$ cat src/sv/pidc_pkg.sv
// Shared widths, register codes, command types and reset values for the speed PID controller.
package pidc_pkg;

  localparam int SPEED_W    = 16;
  localparam int ERR_W      = SPEED_W + 1;
  localparam int DT_W       = 32;
  localparam int GAIN_W     = 20;
  localparam int THR_W      = 24;
  localparam int INTEG_W    = 56;
  localparam int INTEG_SH   = 16;
  localparam int INTEG_Q_W  = INTEG_W - INTEG_SH;
  localparam int GAIN_SH    = 12;
  localparam int SPLIT      = 20;
  localparam int MUL_A_W    = GAIN_W;
  localparam int MUL_B_W    = SPLIT + 1;
  localparam int PROD_W     = MUL_A_W + MUL_B_W;
  localparam int TERM_W     = PROD_W + SPLIT;
  localparam int SUM_W      = TERM_W - GAIN_SH;
  localparam int DIFF_W     = ERR_W + 1;
  localparam int DIV_W      = ERR_W + 16;
  localparam int DERIV_W    = DIV_W + 1;
  localparam int DIV_CNT_W  = $clog2(DIV_W + 1);
  localparam int CFG_IDX_W  = 3;
  localparam int CFG_DATA_W = THR_W;

  localparam logic signed [GAIN_W-1:0]  PROP_GAIN_RST  = GAIN_W'(2048);
  localparam logic signed [GAIN_W-1:0]  INTEG_GAIN_RST = GAIN_W'(410);
  localparam logic signed [GAIN_W-1:0]  DERIV_GAIN_RST = GAIN_W'(410);
  localparam logic signed [THR_W-1:0]   THR_FLOOR_RST  = THR_W'(0);
  localparam logic signed [THR_W-1:0]   THR_CEIL_RST   = THR_W'(25600);
  localparam logic signed [SPEED_W-1:0] SPEED_CAP_RST  = SPEED_W'(2560);

  localparam logic signed [INTEG_W-1:0] INTEG_MAX = {1'b0, {(INTEG_W-1){1'b1}}};
  localparam logic signed [INTEG_W-1:0] INTEG_MIN = {1'b1, {(INTEG_W-1){1'b0}}};

  typedef enum logic [CFG_IDX_W-1:0] {
    CFG_PROP_GAIN,
    CFG_INTEG_GAIN,
    CFG_DERIV_GAIN,
    CFG_THR_FLOOR,
    CFG_THR_CEIL,
    CFG_SPEED_CAP
  } cfg_idx_t;

  typedef enum logic [2:0] {
    MUL_ERR_DTLO,
    MUL_ERR_DTHI,
    MUL_KP_ERR,
    MUL_KI_LO,
    MUL_KI_HI,
    MUL_KD_LO,
    MUL_KD_HI
  } mul_sel_t;

  typedef enum logic [1:0] {
    ACC_HOLD,
    ACC_LOAD,
    ACC_ADD_HI
  } acc_op_t;

  typedef struct packed {
    logic signed [GAIN_W-1:0]  kp;
    logic signed [GAIN_W-1:0]  ki;
    logic signed [GAIN_W-1:0]  kd;
    logic signed [THR_W-1:0]   thr_floor;
    logic signed [THR_W-1:0]   thr_ceil;
    logic signed [SPEED_W-1:0] speed_cap;
  } cfg_t;

  typedef struct packed {
    logic     capture;
    logic     calc_err;
    logic     div_start;
    mul_sel_t mul_sel;
    acc_op_t  acc_op;
    logic     integ_upd;
    logic     sum_clr;
    logic     sum_add;
    logic     deriv_load;
    logic     out_load;
  } dp_cmd_t;

  typedef struct packed {
    logic div_done;
  } dp_stat_t;

endpackage

$ cat src/sv/pidc_cfg.sv
// Configuration register file: gains, throttle limits and speed cap.
module pidc_cfg (
  input  logic                                 clk,
  input  logic                                 rst_n,
  input  logic                                 cfg_valid,
  output logic                                 cfg_ready,
  input  logic [pidc_pkg::CFG_IDX_W-1:0]       cfg_index,
  input  logic [pidc_pkg::CFG_DATA_W-1:0]      cfg_data,
  output pidc_pkg::cfg_t                       cfg
);

  pidc_pkg::cfg_t cfg_r;

  assign cfg_ready = 1'b1;
  assign cfg       = cfg_r;

  always_ff @(posedge clk) begin
    if (!rst_n) begin
      cfg_r.kp        <= pidc_pkg::PROP_GAIN_RST;
      cfg_r.ki        <= pidc_pkg::INTEG_GAIN_RST;
      cfg_r.kd        <= pidc_pkg::DERIV_GAIN_RST;
      cfg_r.thr_floor <= pidc_pkg::THR_FLOOR_RST;
      cfg_r.thr_ceil  <= pidc_pkg::THR_CEIL_RST;
      cfg_r.speed_cap <= pidc_pkg::SPEED_CAP_RST;
    end else if (cfg_valid && cfg_ready) begin
      case (cfg_index)
        pidc_pkg::CFG_PROP_GAIN:  cfg_r.kp        <= cfg_data[pidc_pkg::GAIN_W-1:0];
        pidc_pkg::CFG_INTEG_GAIN: cfg_r.ki        <= cfg_data[pidc_pkg::GAIN_W-1:0];
        pidc_pkg::CFG_DERIV_GAIN: cfg_r.kd        <= cfg_data[pidc_pkg::GAIN_W-1:0];
        pidc_pkg::CFG_THR_FLOOR:  cfg_r.thr_floor <= cfg_data[pidc_pkg::THR_W-1:0];
        pidc_pkg::CFG_THR_CEIL:   cfg_r.thr_ceil  <= cfg_data[pidc_pkg::THR_W-1:0];
        pidc_pkg::CFG_SPEED_CAP:  cfg_r.speed_cap <= cfg_data[pidc_pkg::SPEED_W-1:0];
        default: ;
      endcase
    end
  end

endmodule

$ cat src/sv/pidc_datapath.sv
// Datapath: error, timestamp delta, shared 20x21 multiplier, restoring divider, clamp.
module pidc_datapath (
  input  logic                                  clk,
  input  logic                                  rst_n,
  input  pidc_pkg::cfg_t                        cfg,
  input  pidc_pkg::dp_cmd_t                     cmd,
  output pidc_pkg::dp_stat_t                    stat,
  input  logic [pidc_pkg::DT_W-1:0]             in_now_time,
  input  logic signed [pidc_pkg::SPEED_W-1:0]   in_target_speed,
  input  logic signed [pidc_pkg::SPEED_W-1:0]   in_measured_speed,
  output logic signed [pidc_pkg::THR_W-1:0]     out_throttle
);

  localparam int ERR_W   = pidc_pkg::ERR_W;
  localparam int DT_W    = pidc_pkg::DT_W;
  localparam int TERM_W  = pidc_pkg::TERM_W;
  localparam int PROD_W  = pidc_pkg::PROD_W;
  localparam int SUM_W   = pidc_pkg::SUM_W;
  localparam int INTEG_W = pidc_pkg::INTEG_W;
  localparam int DIV_W   = pidc_pkg::DIV_W;
  localparam int SPLIT   = pidc_pkg::SPLIT;
  localparam int THR_W   = pidc_pkg::THR_W;

  // Item state
  logic signed [pidc_pkg::SPEED_W-1:0] tgt_r, meas_r;
  logic [DT_W-1:0]                     dt_r;
  logic signed [ERR_W-1:0]             err_r;
  logic                                neg_r;
  logic signed [pidc_pkg::DERIV_W-1:0] deriv_r;
  // Loop state
  logic [DT_W-1:0]                     last_r;
  logic signed [ERR_W-1:0]             prev_r;
  logic signed [INTEG_W-1:0]           integ_r;
  // Arithmetic
  logic signed [PROD_W-1:0]            prod_r;
  logic signed [TERM_W-1:0]            term_r;
  logic signed [SUM_W-1:0]             sum_r;
  logic signed [THR_W-1:0]             out_r;
  // Divider
  logic [DT_W-1:0]                     rem_r;
  logic [DIV_W-1:0]                    dvd_r;
  logic [pidc_pkg::DIV_CNT_W-1:0]      div_cnt_r;

  logic signed [pidc_pkg::MUL_A_W-1:0] mul_a;
  logic signed [pidc_pkg::MUL_B_W-1:0] mul_b;
  logic signed [pidc_pkg::INTEG_Q_W-1:0] integ_q;
  logic signed [pidc_pkg::DIFF_W-1:0]  diff;
  logic [pidc_pkg::DIFF_W-1:0]         mag;
  logic signed [TERM_W-1:0]            prod_ext;
  logic signed [TERM_W-1:0]            integ_sum;
  logic signed [INTEG_W-1:0]           integ_nxt;
  logic [DIV_W-1:0]                    div_shift, div_sub;
  logic                                div_ge;
  logic signed [SUM_W-1:0]             floor_ext, ceil_ext, lo_clamp;
  logic signed [THR_W-1:0]             out_nxt;

  assign integ_q  = integ_r[INTEG_W-1:pidc_pkg::INTEG_SH];
  assign prod_ext = {{(TERM_W-PROD_W){prod_r[PROD_W-1]}}, prod_r};

  always_comb begin
    mul_a = cfg.kp;
    mul_b = '0;
    case (cmd.mul_sel)
      pidc_pkg::MUL_ERR_DTLO: begin
        mul_a = {{(pidc_pkg::MUL_A_W-ERR_W){err_r[ERR_W-1]}}, err_r};
        mul_b = {1'b0, dt_r[SPLIT-1:0]};
      end
      pidc_pkg::MUL_ERR_DTHI: begin
        mul_a = {{(pidc_pkg::MUL_A_W-ERR_W){err_r[ERR_W-1]}}, err_r};
        mul_b = {{(pidc_pkg::MUL_B_W-(DT_W-SPLIT)){1'b0}}, dt_r[DT_W-1:SPLIT]};
      end
      pidc_pkg::MUL_KP_ERR: begin
        mul_a = cfg.kp;
        mul_b = {{(pidc_pkg::MUL_B_W-ERR_W){err_r[ERR_W-1]}}, err_r};
      end
      pidc_pkg::MUL_KI_LO: begin
        mul_a = cfg.ki;
        mul_b = {1'b0, integ_q[SPLIT-1:0]};
      end
      pidc_pkg::MUL_KI_HI: begin
        mul_a = cfg.ki;
        mul_b = {{(pidc_pkg::MUL_B_W-(pidc_pkg::INTEG_Q_W-SPLIT)){integ_q[pidc_pkg::INTEG_Q_W-1]}},
                 integ_q[pidc_pkg::INTEG_Q_W-1:SPLIT]};
      end
      pidc_pkg::MUL_KD_LO: begin
        mul_a = cfg.kd;
        mul_b = {1'b0, deriv_r[SPLIT-1:0]};
      end
      pidc_pkg::MUL_KD_HI: begin
        mul_a = cfg.kd;
        mul_b = {{(pidc_pkg::MUL_B_W-(pidc_pkg::DERIV_W-SPLIT)){deriv_r[pidc_pkg::DERIV_W-1]}},
                 deriv_r[pidc_pkg::DERIV_W-1:SPLIT]};
      end
      default: ;
    endcase
  end

  // Error change against the previous item, magnitude scaled by 2^16 for the divide
  always_comb begin
    diff = {err_r[ERR_W-1], err_r} - {prev_r[ERR_W-1], prev_r};
    mag  = diff[pidc_pkg::DIFF_W-1] ? pidc_pkg::DIFF_W'(-diff) : diff;
  end

  // Saturate the integral to its signed range
  always_comb begin
    integ_sum = {{(TERM_W-INTEG_W){integ_r[INTEG_W-1]}}, integ_r} + term_r;
    if (integ_sum[TERM_W-1:INTEG_W-1] == {(TERM_W-INTEG_W+1){integ_sum[TERM_W-1]}}) begin
      integ_nxt = integ_sum[INTEG_W-1:0];
    end else if (integ_sum[TERM_W-1]) begin
      integ_nxt = pidc_pkg::INTEG_MIN;
    end else begin
      integ_nxt = pidc_pkg::INTEG_MAX;
    end
  end

  // One quotient bit per cycle
  always_comb begin
    div_shift = {rem_r, dvd_r[DIV_W-1]};
    div_sub   = div_shift - {1'b0, dt_r};
    div_ge    = (div_shift >= {1'b0, dt_r});
  end

  // Floor first, then ceiling wins
  always_comb begin
    floor_ext = {{(SUM_W-THR_W){cfg.thr_floor[THR_W-1]}}, cfg.thr_floor};
    ceil_ext  = {{(SUM_W-THR_W){cfg.thr_ceil[THR_W-1]}}, cfg.thr_ceil};
    lo_clamp  = (sum_r < floor_ext) ? floor_ext : sum_r;
    out_nxt   = (lo_clamp > ceil_ext) ? cfg.thr_ceil : lo_clamp[THR_W-1:0];
  end

  always_ff @(posedge clk) begin
    if (!rst_n) begin
      last_r    <= '0;
      prev_r    <= '0;
      integ_r   <= '0;
      div_cnt_r <= '0;
    end else begin
      if (cmd.capture) begin
        last_r <= in_now_time;
      end
      if (cmd.integ_upd) begin
        integ_r <= integ_nxt;
      end
      if (cmd.out_load) begin
        prev_r <= err_r;
      end
      if (cmd.div_start) begin
        div_cnt_r <= pidc_pkg::DIV_CNT_W'(DIV_W);
      end else if (div_cnt_r != '0) begin
        div_cnt_r <= div_cnt_r - 1'b1;
      end
    end
  end

  always_ff @(posedge clk) begin
    if (cmd.capture) begin
      tgt_r  <= (in_target_speed > cfg.speed_cap) ? cfg.speed_cap : in_target_speed;
      meas_r <= in_measured_speed;
      dt_r   <= in_now_time - last_r;
    end
    if (cmd.calc_err) begin
      err_r <= {tgt_r[pidc_pkg::SPEED_W-1], tgt_r} - {meas_r[pidc_pkg::SPEED_W-1], meas_r};
    end
    if (cmd.div_start) begin
      rem_r <= '0;
      dvd_r <= {mag[ERR_W-1:0], 16'b0};
      neg_r <= diff[pidc_pkg::DIFF_W-1];
    end else if (div_cnt_r != '0) begin
      rem_r <= div_ge ? div_sub[DT_W-1:0] : div_shift[DT_W-1:0];
      dvd_r <= {dvd_r[DIV_W-2:0], div_ge};
    end
    if (cmd.deriv_load) begin
      if (dt_r == '0) begin
        deriv_r <= '0;
      end else if (neg_r) begin
        deriv_r <= -$signed({1'b0, dvd_r});
      end else begin
        deriv_r <= $signed({1'b0, dvd_r});
      end
    end
    prod_r <= mul_a * mul_b;
    case (cmd.acc_op)
      pidc_pkg::ACC_LOAD:   term_r <= prod_ext;
      pidc_pkg::ACC_ADD_HI: term_r <= term_r + (prod_ext <<< SPLIT);
      default: ;
    endcase
    if (cmd.sum_clr) begin
      sum_r <= '0;
    end else if (cmd.sum_add) begin
      sum_r <= sum_r + term_r[SUM_W+pidc_pkg::GAIN_SH-1:pidc_pkg::GAIN_SH];
    end
    if (cmd.out_load) begin
      out_r <= out_nxt;
    end
  end

  assign stat.div_done = (div_cnt_r == '0);
  assign out_throttle  = out_r;

endmodule

$ cat src/sv/pidc_ctrl.sv
// Controller: sequences capture, multiplies, divide and result hand-off.
module pidc_ctrl (
  input  logic                clk,
  input  logic                rst_n,
  input  logic                in_valid,
  input  logic                in_flags_ok,
  output logic                in_stall,
  output logic                out_valid,
  input  logic                out_stall,
  input  pidc_pkg::dp_stat_t  stat,
  output pidc_pkg::dp_cmd_t   cmd
);

  typedef enum logic [3:0] {
    S_IDLE, S_ERR, S_DIFF, S_M1, S_M2, S_INTEG, S_M3, S_M4,
    S_M5, S_M6, S_DWAIT, S_M7, S_M8, S_M9, S_M10, S_OUT
  } state_t;

  state_t state_r, state_nxt;
  logic   out_valid_r, out_valid_nxt;

  assign in_stall  = (state_r != S_IDLE);
  assign out_valid = out_valid_r;

  always_comb begin
    cmd           = '0;
    cmd.mul_sel   = pidc_pkg::MUL_ERR_DTLO;
    cmd.acc_op    = pidc_pkg::ACC_HOLD;
    state_nxt     = state_r;
    out_valid_nxt = out_valid_r;
    if (out_valid_r && !out_stall) begin
      out_valid_nxt = 1'b0;
    end
    case (state_r)
      S_IDLE: begin
        // drop transactions with a flag clear
        if (in_valid && in_flags_ok) begin
          cmd.capture = 1'b1;
          state_nxt   = S_ERR;
        end
      end
      S_ERR: begin
        cmd.calc_err = 1'b1;
        state_nxt    = S_DIFF;
      end
      S_DIFF: begin
        cmd.div_start = 1'b1;
        cmd.mul_sel   = pidc_pkg::MUL_ERR_DTLO;
        state_nxt     = S_M1;
      end
      S_M1: begin
        cmd.mul_sel = pidc_pkg::MUL_ERR_DTHI;
        cmd.acc_op  = pidc_pkg::ACC_LOAD;
        state_nxt   = S_M2;
      end
      S_M2: begin
        cmd.acc_op = pidc_pkg::ACC_ADD_HI;
        state_nxt  = S_INTEG;
      end
      S_INTEG: begin
        cmd.integ_upd = 1'b1;
        cmd.mul_sel   = pidc_pkg::MUL_KP_ERR;
        state_nxt     = S_M3;
      end
      S_M3: begin
        cmd.acc_op  = pidc_pkg::ACC_LOAD;
        cmd.mul_sel = pidc_pkg::MUL_KI_LO;
        cmd.sum_clr = 1'b1;
        state_nxt   = S_M4;
      end
      S_M4: begin
        cmd.sum_add = 1'b1;
        cmd.mul_sel = pidc_pkg::MUL_KI_HI;
        cmd.acc_op  = pidc_pkg::ACC_LOAD;
        state_nxt   = S_M5;
      end
      S_M5: begin
        cmd.acc_op = pidc_pkg::ACC_ADD_HI;
        state_nxt  = S_M6;
      end
      S_M6: begin
        cmd.sum_add = 1'b1;
        state_nxt   = S_DWAIT;
      end
      S_DWAIT: begin
        if (stat.div_done) begin
          cmd.deriv_load = 1'b1;
          state_nxt      = S_M7;
        end
      end
      S_M7: begin
        cmd.mul_sel = pidc_pkg::MUL_KD_LO;
        state_nxt   = S_M8;
      end
      S_M8: begin
        cmd.mul_sel = pidc_pkg::MUL_KD_HI;
        cmd.acc_op  = pidc_pkg::ACC_LOAD;
        state_nxt   = S_M9;
      end
      S_M9: begin
        cmd.acc_op = pidc_pkg::ACC_ADD_HI;
        state_nxt  = S_M10;
      end
      S_M10: begin
        cmd.sum_add = 1'b1;
        state_nxt   = S_OUT;
      end
      S_OUT: begin
        // hold while the previous result is still stalled
        if (!out_valid_r || !out_stall) begin
          cmd.out_load  = 1'b1;
          out_valid_nxt = 1'b1;
          state_nxt     = S_IDLE;
        end
      end
      default: state_nxt = S_IDLE;
    endcase
  end

  always_ff @(posedge clk) begin
    if (!rst_n) begin
      state_r     <= S_IDLE;
      out_valid_r <= 1'b0;
    end else begin
      state_r     <= state_nxt;
      out_valid_r <= out_valid_nxt;
    end
  end

  a_capture_starts: assert property (@(posedge clk) disable iff (!rst_n)
    (state_r == S_IDLE && in_valid && in_flags_ok) |=> state_r == S_ERR)
    else $error("valid transaction did not start processing");

  a_invalid_dropped: assert property (@(posedge clk) disable iff (!rst_n)
    (state_r == S_IDLE && in_valid && !in_flags_ok) |=> (state_r == S_IDLE && !$rose(out_valid_r)))
    else $error("transaction with a flag clear produced work");

  a_result_from_out: assert property (@(posedge clk) disable iff (!rst_n)
    $rose(out_valid_r) |-> $past(state_r == S_OUT))
    else $error("result raised outside the output step");

  a_deriv_after_div: assert property (@(posedge clk) disable iff (!rst_n)
    cmd.deriv_load |-> stat.div_done)
    else $error("derivative taken before the divide finished");

endmodule

$ cat src/sv/pid_speed_controller_core.sv
// Top level of the speed PID controller with clamped throttle output.
// An item is accepted only while idle; in_stall is high until its result is loaded.
// Most of the time goes to the 33-step restoring divider that forms the derivative.
// Items with vehicle_valid or path_valid clear are accepted while idle and dropped.
// Reset (rst_n low, synchronous) restores register defaults and clears the stored
// error, integral and timestamp; it takes effect at once, with no clearing pass.
module pid_speed_controller_core (
  input  logic                                 clk,
  input  logic                                 rst_n,
  input  logic                                 in_valid,
  output logic                                 in_stall,
  input  logic [pidc_pkg::DT_W-1:0]            in_now_time,
  input  logic signed [pidc_pkg::SPEED_W-1:0]  in_target_speed,
  input  logic signed [pidc_pkg::SPEED_W-1:0]  in_measured_speed,
  input  logic                                 in_vehicle_valid,
  input  logic                                 in_path_valid,
  output logic                                 out_valid,
  input  logic                                 out_stall,
  output logic signed [pidc_pkg::THR_W-1:0]    out_throttle,
  input  logic                                 cfg_valid,
  output logic                                 cfg_ready,
  input  logic [pidc_pkg::CFG_IDX_W-1:0]       cfg_index,
  input  logic [pidc_pkg::CFG_DATA_W-1:0]      cfg_data
);

  pidc_pkg::cfg_t     cfg;
  pidc_pkg::dp_cmd_t  cmd;
  pidc_pkg::dp_stat_t stat;

  pidc_cfg u_cfg (
    .clk       (clk),
    .rst_n     (rst_n),
    .cfg_valid (cfg_valid),
    .cfg_ready (cfg_ready),
    .cfg_index (cfg_index),
    .cfg_data  (cfg_data),
    .cfg       (cfg)
  );

  pidc_ctrl u_ctrl (
    .clk         (clk),
    .rst_n       (rst_n),
    .in_valid    (in_valid),
    .in_flags_ok (in_vehicle_valid & in_path_valid),
    .in_stall    (in_stall),
    .out_valid   (out_valid),
    .out_stall   (out_stall),
    .stat        (stat),
    .cmd         (cmd)
  );

  pidc_datapath u_dp (
    .clk               (clk),
    .rst_n             (rst_n),
    .cfg               (cfg),
    .cmd               (cmd),
    .stat              (stat),
    .in_now_time       (in_now_time),
    .in_target_speed   (in_target_speed),
    .in_measured_speed (in_measured_speed),
    .out_throttle      (out_throttle)
  );

endmodule
$ cat config.mk
export PLATFORM = sky130hd
export DESIGN_NAME = pid_speed_controller_core
export DESIGN_NICKNAME = d
export VERILOG_FILES = /design/src/sv/pidc_pkg.sv /design/src/sv/pidc_cfg.sv /design/src/sv/pidc_datapath.sv /design/src/sv/pidc_ctrl.sv /design/src/sv/pid_speed_controller_core.sv
export SDC_FILE = /design/constraint.sdc
export NUM_CORES = 2
export LEC_CHECK = 0
export BUFFER_PORTS_ARGS = -buffer_cell sky130_fd_sc_hd__buf_2
export CORE_UTILIZATION = 55
export CTS_CLUSTER_SIZE = 12
export DETAILED_ROUTE_END_ITERATION = 10
export GPL_TIMING_DRIVEN = 0
export HOLD_SLACK_MARGIN = 0.03
export PLACE_DENSITY = 0.71
export SYNTH_ARGS = -nofsm -noshare
export SYNTH_HDL_FRONTEND = slang
export SYNTH_HIERARCHICAL = 1
export SYNTH_SLANG_ARGS = --single-unit
$ cat constraint.sdc
create_clock -name clk -period 21.3 [get_ports clk]
set_clock_uncertainty 0.05 [all_clocks]
set_input_delay 3.195 -clock clk [delete_from_list [all_inputs] [get_ports clk]]
set_output_delay 3.195 -clock clk [all_outputs]
set_load 0.01 [all_outputs]
# After elaboration in Yosys (flattened, before gate mapping)
# Cells that the tools add are included.
[word_totals]
in_bits = 98
mem_bits_rw = 0
romBits = 0
word_cells = 141
output_inout_bits = 27
register_bits = 596
latchBits = 0
mem_count = 0
[op_classes]
n_reduce_logical = 29
mul = 1
order_cmp = 4
div = 0
eq_ne = 32
shift = 0
mux = 35
n_bitwise = 3
add_sub_neg = 10
[ops]
columns = ["operator", "n"]
rows = [
  ["one-hot mux 21 bit (7 select lines)", 1],
  ["adder 61 bit", 2],
  ["one-hot mux 61 bit (2 select lines)", 1],
  ["two-way mux 56 bit", 2],
  ["two-way mux 33 bit", 3],
  ["one-hot mux 4 bit (16 select lines)", 1],
  ["subtractor 32 bit", 2],
  ["one-hot mux 20 bit (3 select lines)", 1],
  ["adder 49 bit", 1],
  ["> comparator 49 x 24 -> 1 bit", 1],
  ["< comparator 49 x 24 -> 1 bit", 1],
  ["two-way mux 49 bit", 1],
  ["multiplier 20 x 21 -> 41 bit", 1],
  ["negator 33 -> 34 bit", 1],
  [">= comparator 33 x 32 -> 1 bit", 1],
  ["equality test 4 bit, second input constant", 8],
  ["logical NOT 32 bit", 1],
  ["two-way mux 32 bit", 1],
  ["two-way mux 24 bit", 1],
  ["one-hot mux 3 bit (6 select lines)", 1],
  ["subtractor 17 x 17 -> 18 bit", 1],
  ["two-way mux 17 bit", 1],
  ["negator 17 bit", 1],
  ["subtractor 16 x 16 -> 17 bit", 1],
  ["other kinds (34)", 78],
]

# Logic depth before layout (Yosys ltp)
[depth]
depth_word = 6
ltp_mapped = 42
ltp_nobuf = 37

# Hierarchy
# Netlist, hierarchy kept.
[modules_own_cells]
columns = ["module", "cells_each", "n_inst", "area_each_um2"]
rows = [
  ["pidc_datapath", 5753, 1, 50567.2],
  ["pidc_cfg", 452, 1, 4667.0],
  ["pidc_ctrl", 60, 1, 426.7],
  ["pid_speed_controller_core", 1, 1, 6.3],
]

# Worst setup path after synthesis
# Ideal clock, no wire load.
[synth_timing]
path_kind = "register -> register"
startpoint = "register u_ctrl.state_r[1]"
endpoint = "register u_dp.prod_r[39]"
t_required_ns = 21.178
setup_slack_ns = 11.944
arrival_time_ns = 9.233
path_stages_with_launch = 40
period_less_slack_ns = 9.356
path_cell_list = "dfxtp_1 buf_2 nor3b_1 o21a_1 clkbuf_1 inv_1 nor2_1 or2_2 clkbuf_1 and2_1 a222oi_1 nand2_1 o21a_1 clkbuf_1 clkbuf_1 nand2_1 fa_1 inv_1 [4 not listed] fa_1 fa_1 fa_1 inv_1 fa_1 inv_1 ha_1 a21o_1 a21oi_1 nor2b_1 o41ai_1 o221ai_1 o211ai_1 a31oi_1 or4_1 a31o_2 a21oi_1 xnor2_1"
[synth_rtl]
columns = ["element", "line_no", "rtl"]
rows = [
  ["start: declaration", "pidc_ctrl.sv:19", "state_t state_r, state_nxt;"],
  ["start signal: assignment", "pidc_ctrl.sv:125", "state_r <= state_nxt;"],
  ["end signal: assignment", "pidc_datapath.sv:181", "prod_r <= mul_a * mul_b;"],
  ["end: declaration", "pidc_datapath.sv:35", "logic signed [PROD_W-1:0] prod_r;"],
]

==> impl_table.tex <==
\begin{tabular}{lr}
\hline
Metric & Value \\
\hline
\multicolumn{2}{l}{\textbf{Place}} \\
\quad HPWL after DPL & 148 mm \\
\quad Placer congestion estimate & 1.03 \\
\quad Number of buffer cells added on primary ports & 119 \\
\multicolumn{2}{l}{\textbf{Routing}} \\
\quad Routed length per placed instance & 23.2 um \\
\quad Remaining design rule violation count & 0 \\
\quad Drt pass-1 iters & 6 \\
\quad Routed wire length & 182 mm \\
\quad Number of antenna-violating nets in the routed design & 0 \\
\quad First-iteration detailed-routing DRC count & 4160 \\
\quad Vias per cell & 6.01 \\
\quad Routed via count & 47000 \\
\multicolumn{2}{l}{\textbf{Clocking}} \\
\quad Clock latency on the worst-skew pair & 0.64 ns \\
\quad Clock-pin slew of the registers on the worst-case setup and hold paths & 0.06 ns \\
\quad Hold buffers post-CTS & 0 \\
\quad Clock Tree Buf Depth & 3 \\
\quad Clock Sink Count & 596 \\
\quad Count of cells resized by post-cts repair & 0 \\
\quad H-tree levels & 3 \\
\quad Number of buffers added by the clock tree synthesis step & 72 \\
\quad Post-CTS setup buffers & 0 \\
\quad Clk Tree Root Cell & clkbuf\_16 \\
\quad TritonCTS clock tree & done \\
\multicolumn{2}{l}{\textbf{Critical path}} \\
\quad Critical path buffer and inverter count & 8 \\
\quad Stage delay of the slowest cell on the critical path & 1.26 ns \\
\quad Worst endpoint data arrival time & 13.00 ns \\
\quad Reg-to-reg setup timing slack & 8.79 ns \\
\quad Maximum fanout count along the critical path & 10 \\
\quad Master of the slowest instance on the critical path & a21oi\_1 \\
\quad Cell with the most instances on the worst path & fa\_1 \\
\quad Worst Path Class, Setup & flop to flop \\
\quad Worst Reg-to-Reg Cells & 34 \\
\quad Category of cells accounting for the largest share of critical-path delay & adder cells \\
\quad Source of the worst register-to-register timing path & u\_ctrl/state\_r[2]\$\_SDFFE\_PN0P\_ \\
\quad Worst setup SP type & flop \\
\quad Endpoint of the worst register-to-register path & u\_dp/prod\_r[40]\$\_DFF\_P\_ \\
\quad Data required time of the critical path & 21.79 ns \\
\quad Critical path endpoint category & flop \\
\multicolumn{2}{l}{\textbf{Synthesis}} \\
\quad Post-synthesis cell area & 55700 um2 \\
\quad Synthesized flop and latch total & 596 \\
\quad Post-synthesis cell count & 6266 \\
\quad Fraction of the yosys area taken by sequential cells & 25.4\% \\
\quad Post-synth cell types & 101 \\
\quad Syn Area/Cell & 8.88 um2 \\
\quad Number of enable flip-flop cells after synthesis & 218 \\
\quad Number of nets produced by synthesis & 7281 \\
\quad Synth warnings & 6 \\
\quad Share of flip-flops with an asynchronous set or reset after synthesis & 0\% \\
\quad Top flip-flop cell by instance count after synthesis & dfxtp\_1 \\
\multicolumn{2}{l}{\textbf{Cells and area}} \\
\quad Ant diodes & 0 \\
\quad Fraction of final layout cells with drive strength greater than 1 & 6.98\% \\
\quad Signed area change from the synthesized netlist to the final layout & 8.86\% \\
\quad Total number of nets in the final design & 7491 \\
\quad Number of inserted filler cells in the final layout & 8853 \\
\multicolumn{2}{l}{\textbf{Worst hold path}} \\
\quad Cells on Worst Hold Path & 2 \\
\quad Worst Hold Class & flop to flop \\
\quad Worst hold path startpoint & u\_cfg/cfg[105]\$\_SDFFE\_PN0P\_ \\
\quad Min-Delay Endpoint & u\_cfg/cfg[105]\$\_SDFFE\_PN0P\_ \\
\multicolumn{2}{l}{\textbf{Floorplanning}} \\
\quad I/O pin total & 125 \\
\quad Row cnt & 116 \\
\quad Initial core utilization & 55.6\% \\
\quad Die height & 320 um \\
\quad Total Die Area & 102000 um2 \\
\quad Core Box Area & 100000 um2 \\
\quad Die Width & 320 um \\
\multicolumn{2}{l}{\textbf{Status}} \\
\quad Run status & finished, violations left \\
\quad Violated checks & max-capacitance violations, max-slew violations \\
\multicolumn{2}{l}{\textbf{Timing}} \\
\quad Slew margin rel. & -7.91\% \\
\quad Final worst path period share & 58.7\% \\
\quad Hold Fails Final Rpt & 0 \\
\quad Final setup violating endpoints & 0 \\
\quad Actual transition at the worst max-transition pin & 1.57 ns \\
\quad Final sum of negative setup slack & 0 ns \\
\quad Minimum clock period after layout & 12.51 ns \\
\quad Max Clk Rate & 79.9 MHz \\
\quad Count of pins over their slew limit & 23 \\
\quad Setup repair after global routing missed its margin & false \\
\multicolumn{2}{l}{\textbf{Global route}} \\
\quad Wire length of the first global-routing pass & 273 mm \\
\quad GRT Total Usage & 35.2\% \\
\quad Overflow after GRT & 0 \\
\quad Antenna violations before repair & 6 \\
\quad Maximum number of pins on one net before global-route repair & 42 \\
\quad Via count of the first global-routing pass & 45600 \\
\multicolumn{2}{l}{\textbf{Job}} \\
\quad Number of max-cap violations & 2 \\
\hline
\end{tabular}
==> layout make-up <==
class	instances	area [um2]	share of cell area, %
multi-input combinational	4590	37400	61.8
inverter	836	3140	5.18
tap	1298	1620	2.68
timing repair buffer	136	756	1.25
buffer	244	1050	1.73
clock inverter	30	365	0.603
clock buffer	100	2110	3.48
sequential	596	14100	23.3
==> cell usage after synthesis, types with 18 or more instances <==
library cell  count  share of area, %
dfxtp_1         378                14
nor4_1           20              0.22
clkbuf_1        180               1.2
a22oi_1          21              0.28
nor2_1          647               4.4
edfxtp_1        218                12
or3_1            23              0.26
nand2_1         575               3.9
o22ai_1          64              0.72
mux2i_1         234               4.2
o21a_1           60              0.81
a211o_1          21              0.33
a21o_1          195               2.6
nand3_1          63              0.57
o211ai_1         18              0.24
fa_1            445                16
o21ai_0         208               1.9
a211oi_1         65              0.88
a22o_1           30              0.47
or2_2            19              0.21
a21oi_1         295               2.7
nand4_1          58              0.65
and2_1           25              0.28
xnor2_1         197               3.1
buf_2            26              0.23
nor2b_1         103               1.2
a31oi_1          43              0.48
o21bai_1         45              0.61
inv_1           834               5.6
ha_1            472                11
nor3_1           84              0.76
mux2_2           86               1.7
o31ai_1          22              0.30
nand2b_1         69              0.78
buf_1            20              0.13
xor2_1           98               1.5
a21boi_0         20              0.27
and3_1           31              0.35
==> kinds of logic (layout without fill, tap and decap cells) <==
family / count (synthesis) / in the layout / synth area share [%]
AO/OA/AOI/OAI: 1266 / 1266 / 15.2
XOR/XNOR: 295 / 295 / 4.64
adder cells (fa/ha/maj): 917 / 917 / 26.6
buffers and inverters: 1080 / 1346 / 7.52
flip-flops: 596 / 596 / 25.4
multiplexers: 326 / 326 / 6.15
other: 1 / 1 / 0.00674
AND/OR/NAND/NOR: 1785 / 1785 / 14.5
==> worst min-delay path, stage by stage, from the launching register on <==
cell and delay (ns):
dfxtp_1 0.31, nand2_1 0.05, mux2i_1 0.05
==> metal layers <==
| layer | vias to the layer above | global-route usage [%] | share of wire [%] |
|---|---|---|---|
| met4 | 8 | 16.4 | 5.5 |
| met3 | 475 | 8.18 | 9.8 |
| met5 | - | 0 | 0.035 |
| met1 | 22800 | 47.5 | 42 |
| li1 | 21700 | - | - |
| met2 | 2014 | 53.7 | 43 |
==> state kept, by name, summed over array words and instances, names as in the netlist, 24 cells and up <==
name               count
u_dp/dvd_r            33
u_dp/prod_r           41
u_dp/out_throttle     24
u_dp/rem_r            32
u_cfg/cfg            124
u_dp/dt_r             32
u_dp/sum_r            49
u_dp/term_r           61
u_dp/last_r           32
u_dp/integ_r          56
u_dp/deriv_r          34
==> cell usage in the layout (no fill, tap or decap), drive strengths merged, types with 21 or more instances in the layout <==
cell,instances
a211o,21
a211oi,65
a21o,195
a21oi,296
a22o,30
a22oi,21
a31oi,43
and2,25
and3,31
buf,198
clkbuf,282
dfxtp,378
edfxtp,218
fa,445
ha,472
inv,837
mux2,88
mux2i,234
nand2,575
nand2b,69
nand3,63
nand4,58
nor2,648
nor2b,103
nor3,85
o21a,60
o21ai,219
o21bai,45
o22ai,64
o31ai,23
or3,27
xnor2,197
xor2,98
==> worst max-delay path by stage <==
stage,slack [ns],startpoint,cells past startpoint,end
final,8.79,u_ctrl/state_r[2]$_SDFFE_PN0P_,34,u_dp/prod_r[40]$_DFF_P_
after detailed placement,9.26,u_ctrl/state_r[2]$_SDFFE_PN0P_,34,u_dp/prod_r[40]$_DFF_P_
after CTS,9.13,u_ctrl/state_r[2]$_SDFFE_PN0P_,34,u_dp/prod_r[40]$_DFF_P_
after floorplan,11.94,u_ctrl/state_r[1]$_SDFFE_PN0P_,39,u_dp/prod_r[39]$_DFF_P_
after global placement,8.71,u_ctrl/state_r[2]$_SDFFE_PN0P_,36,u_dp/prod_r[39]$_DFF_P_
after global routing,8.62,u_ctrl/state_r[2]$_SDFFE_PN0P_,34,u_dp/prod_r[40]$_DFF_P_
==> stage by stage <==
step,utilization (%),area (um2),instances,setup WS (ns),hold slack (ns)
after floorplan,-,55700,6266,11.94,0.382
after global placement,57.8,57900,7683,8.71,0.388
after detailed placement,58.0,58100,7699,9.26,0.402
after CTS,60.5,60600,7829,9.13,0.411
after global routing,60.5,60600,7830,8.62,0.427
final,60.5,60600,7830,8.79,0.407
Power is not shown: default switching activity piles up to over one toggle a cycle in this logic, so the estimate is an artifact.
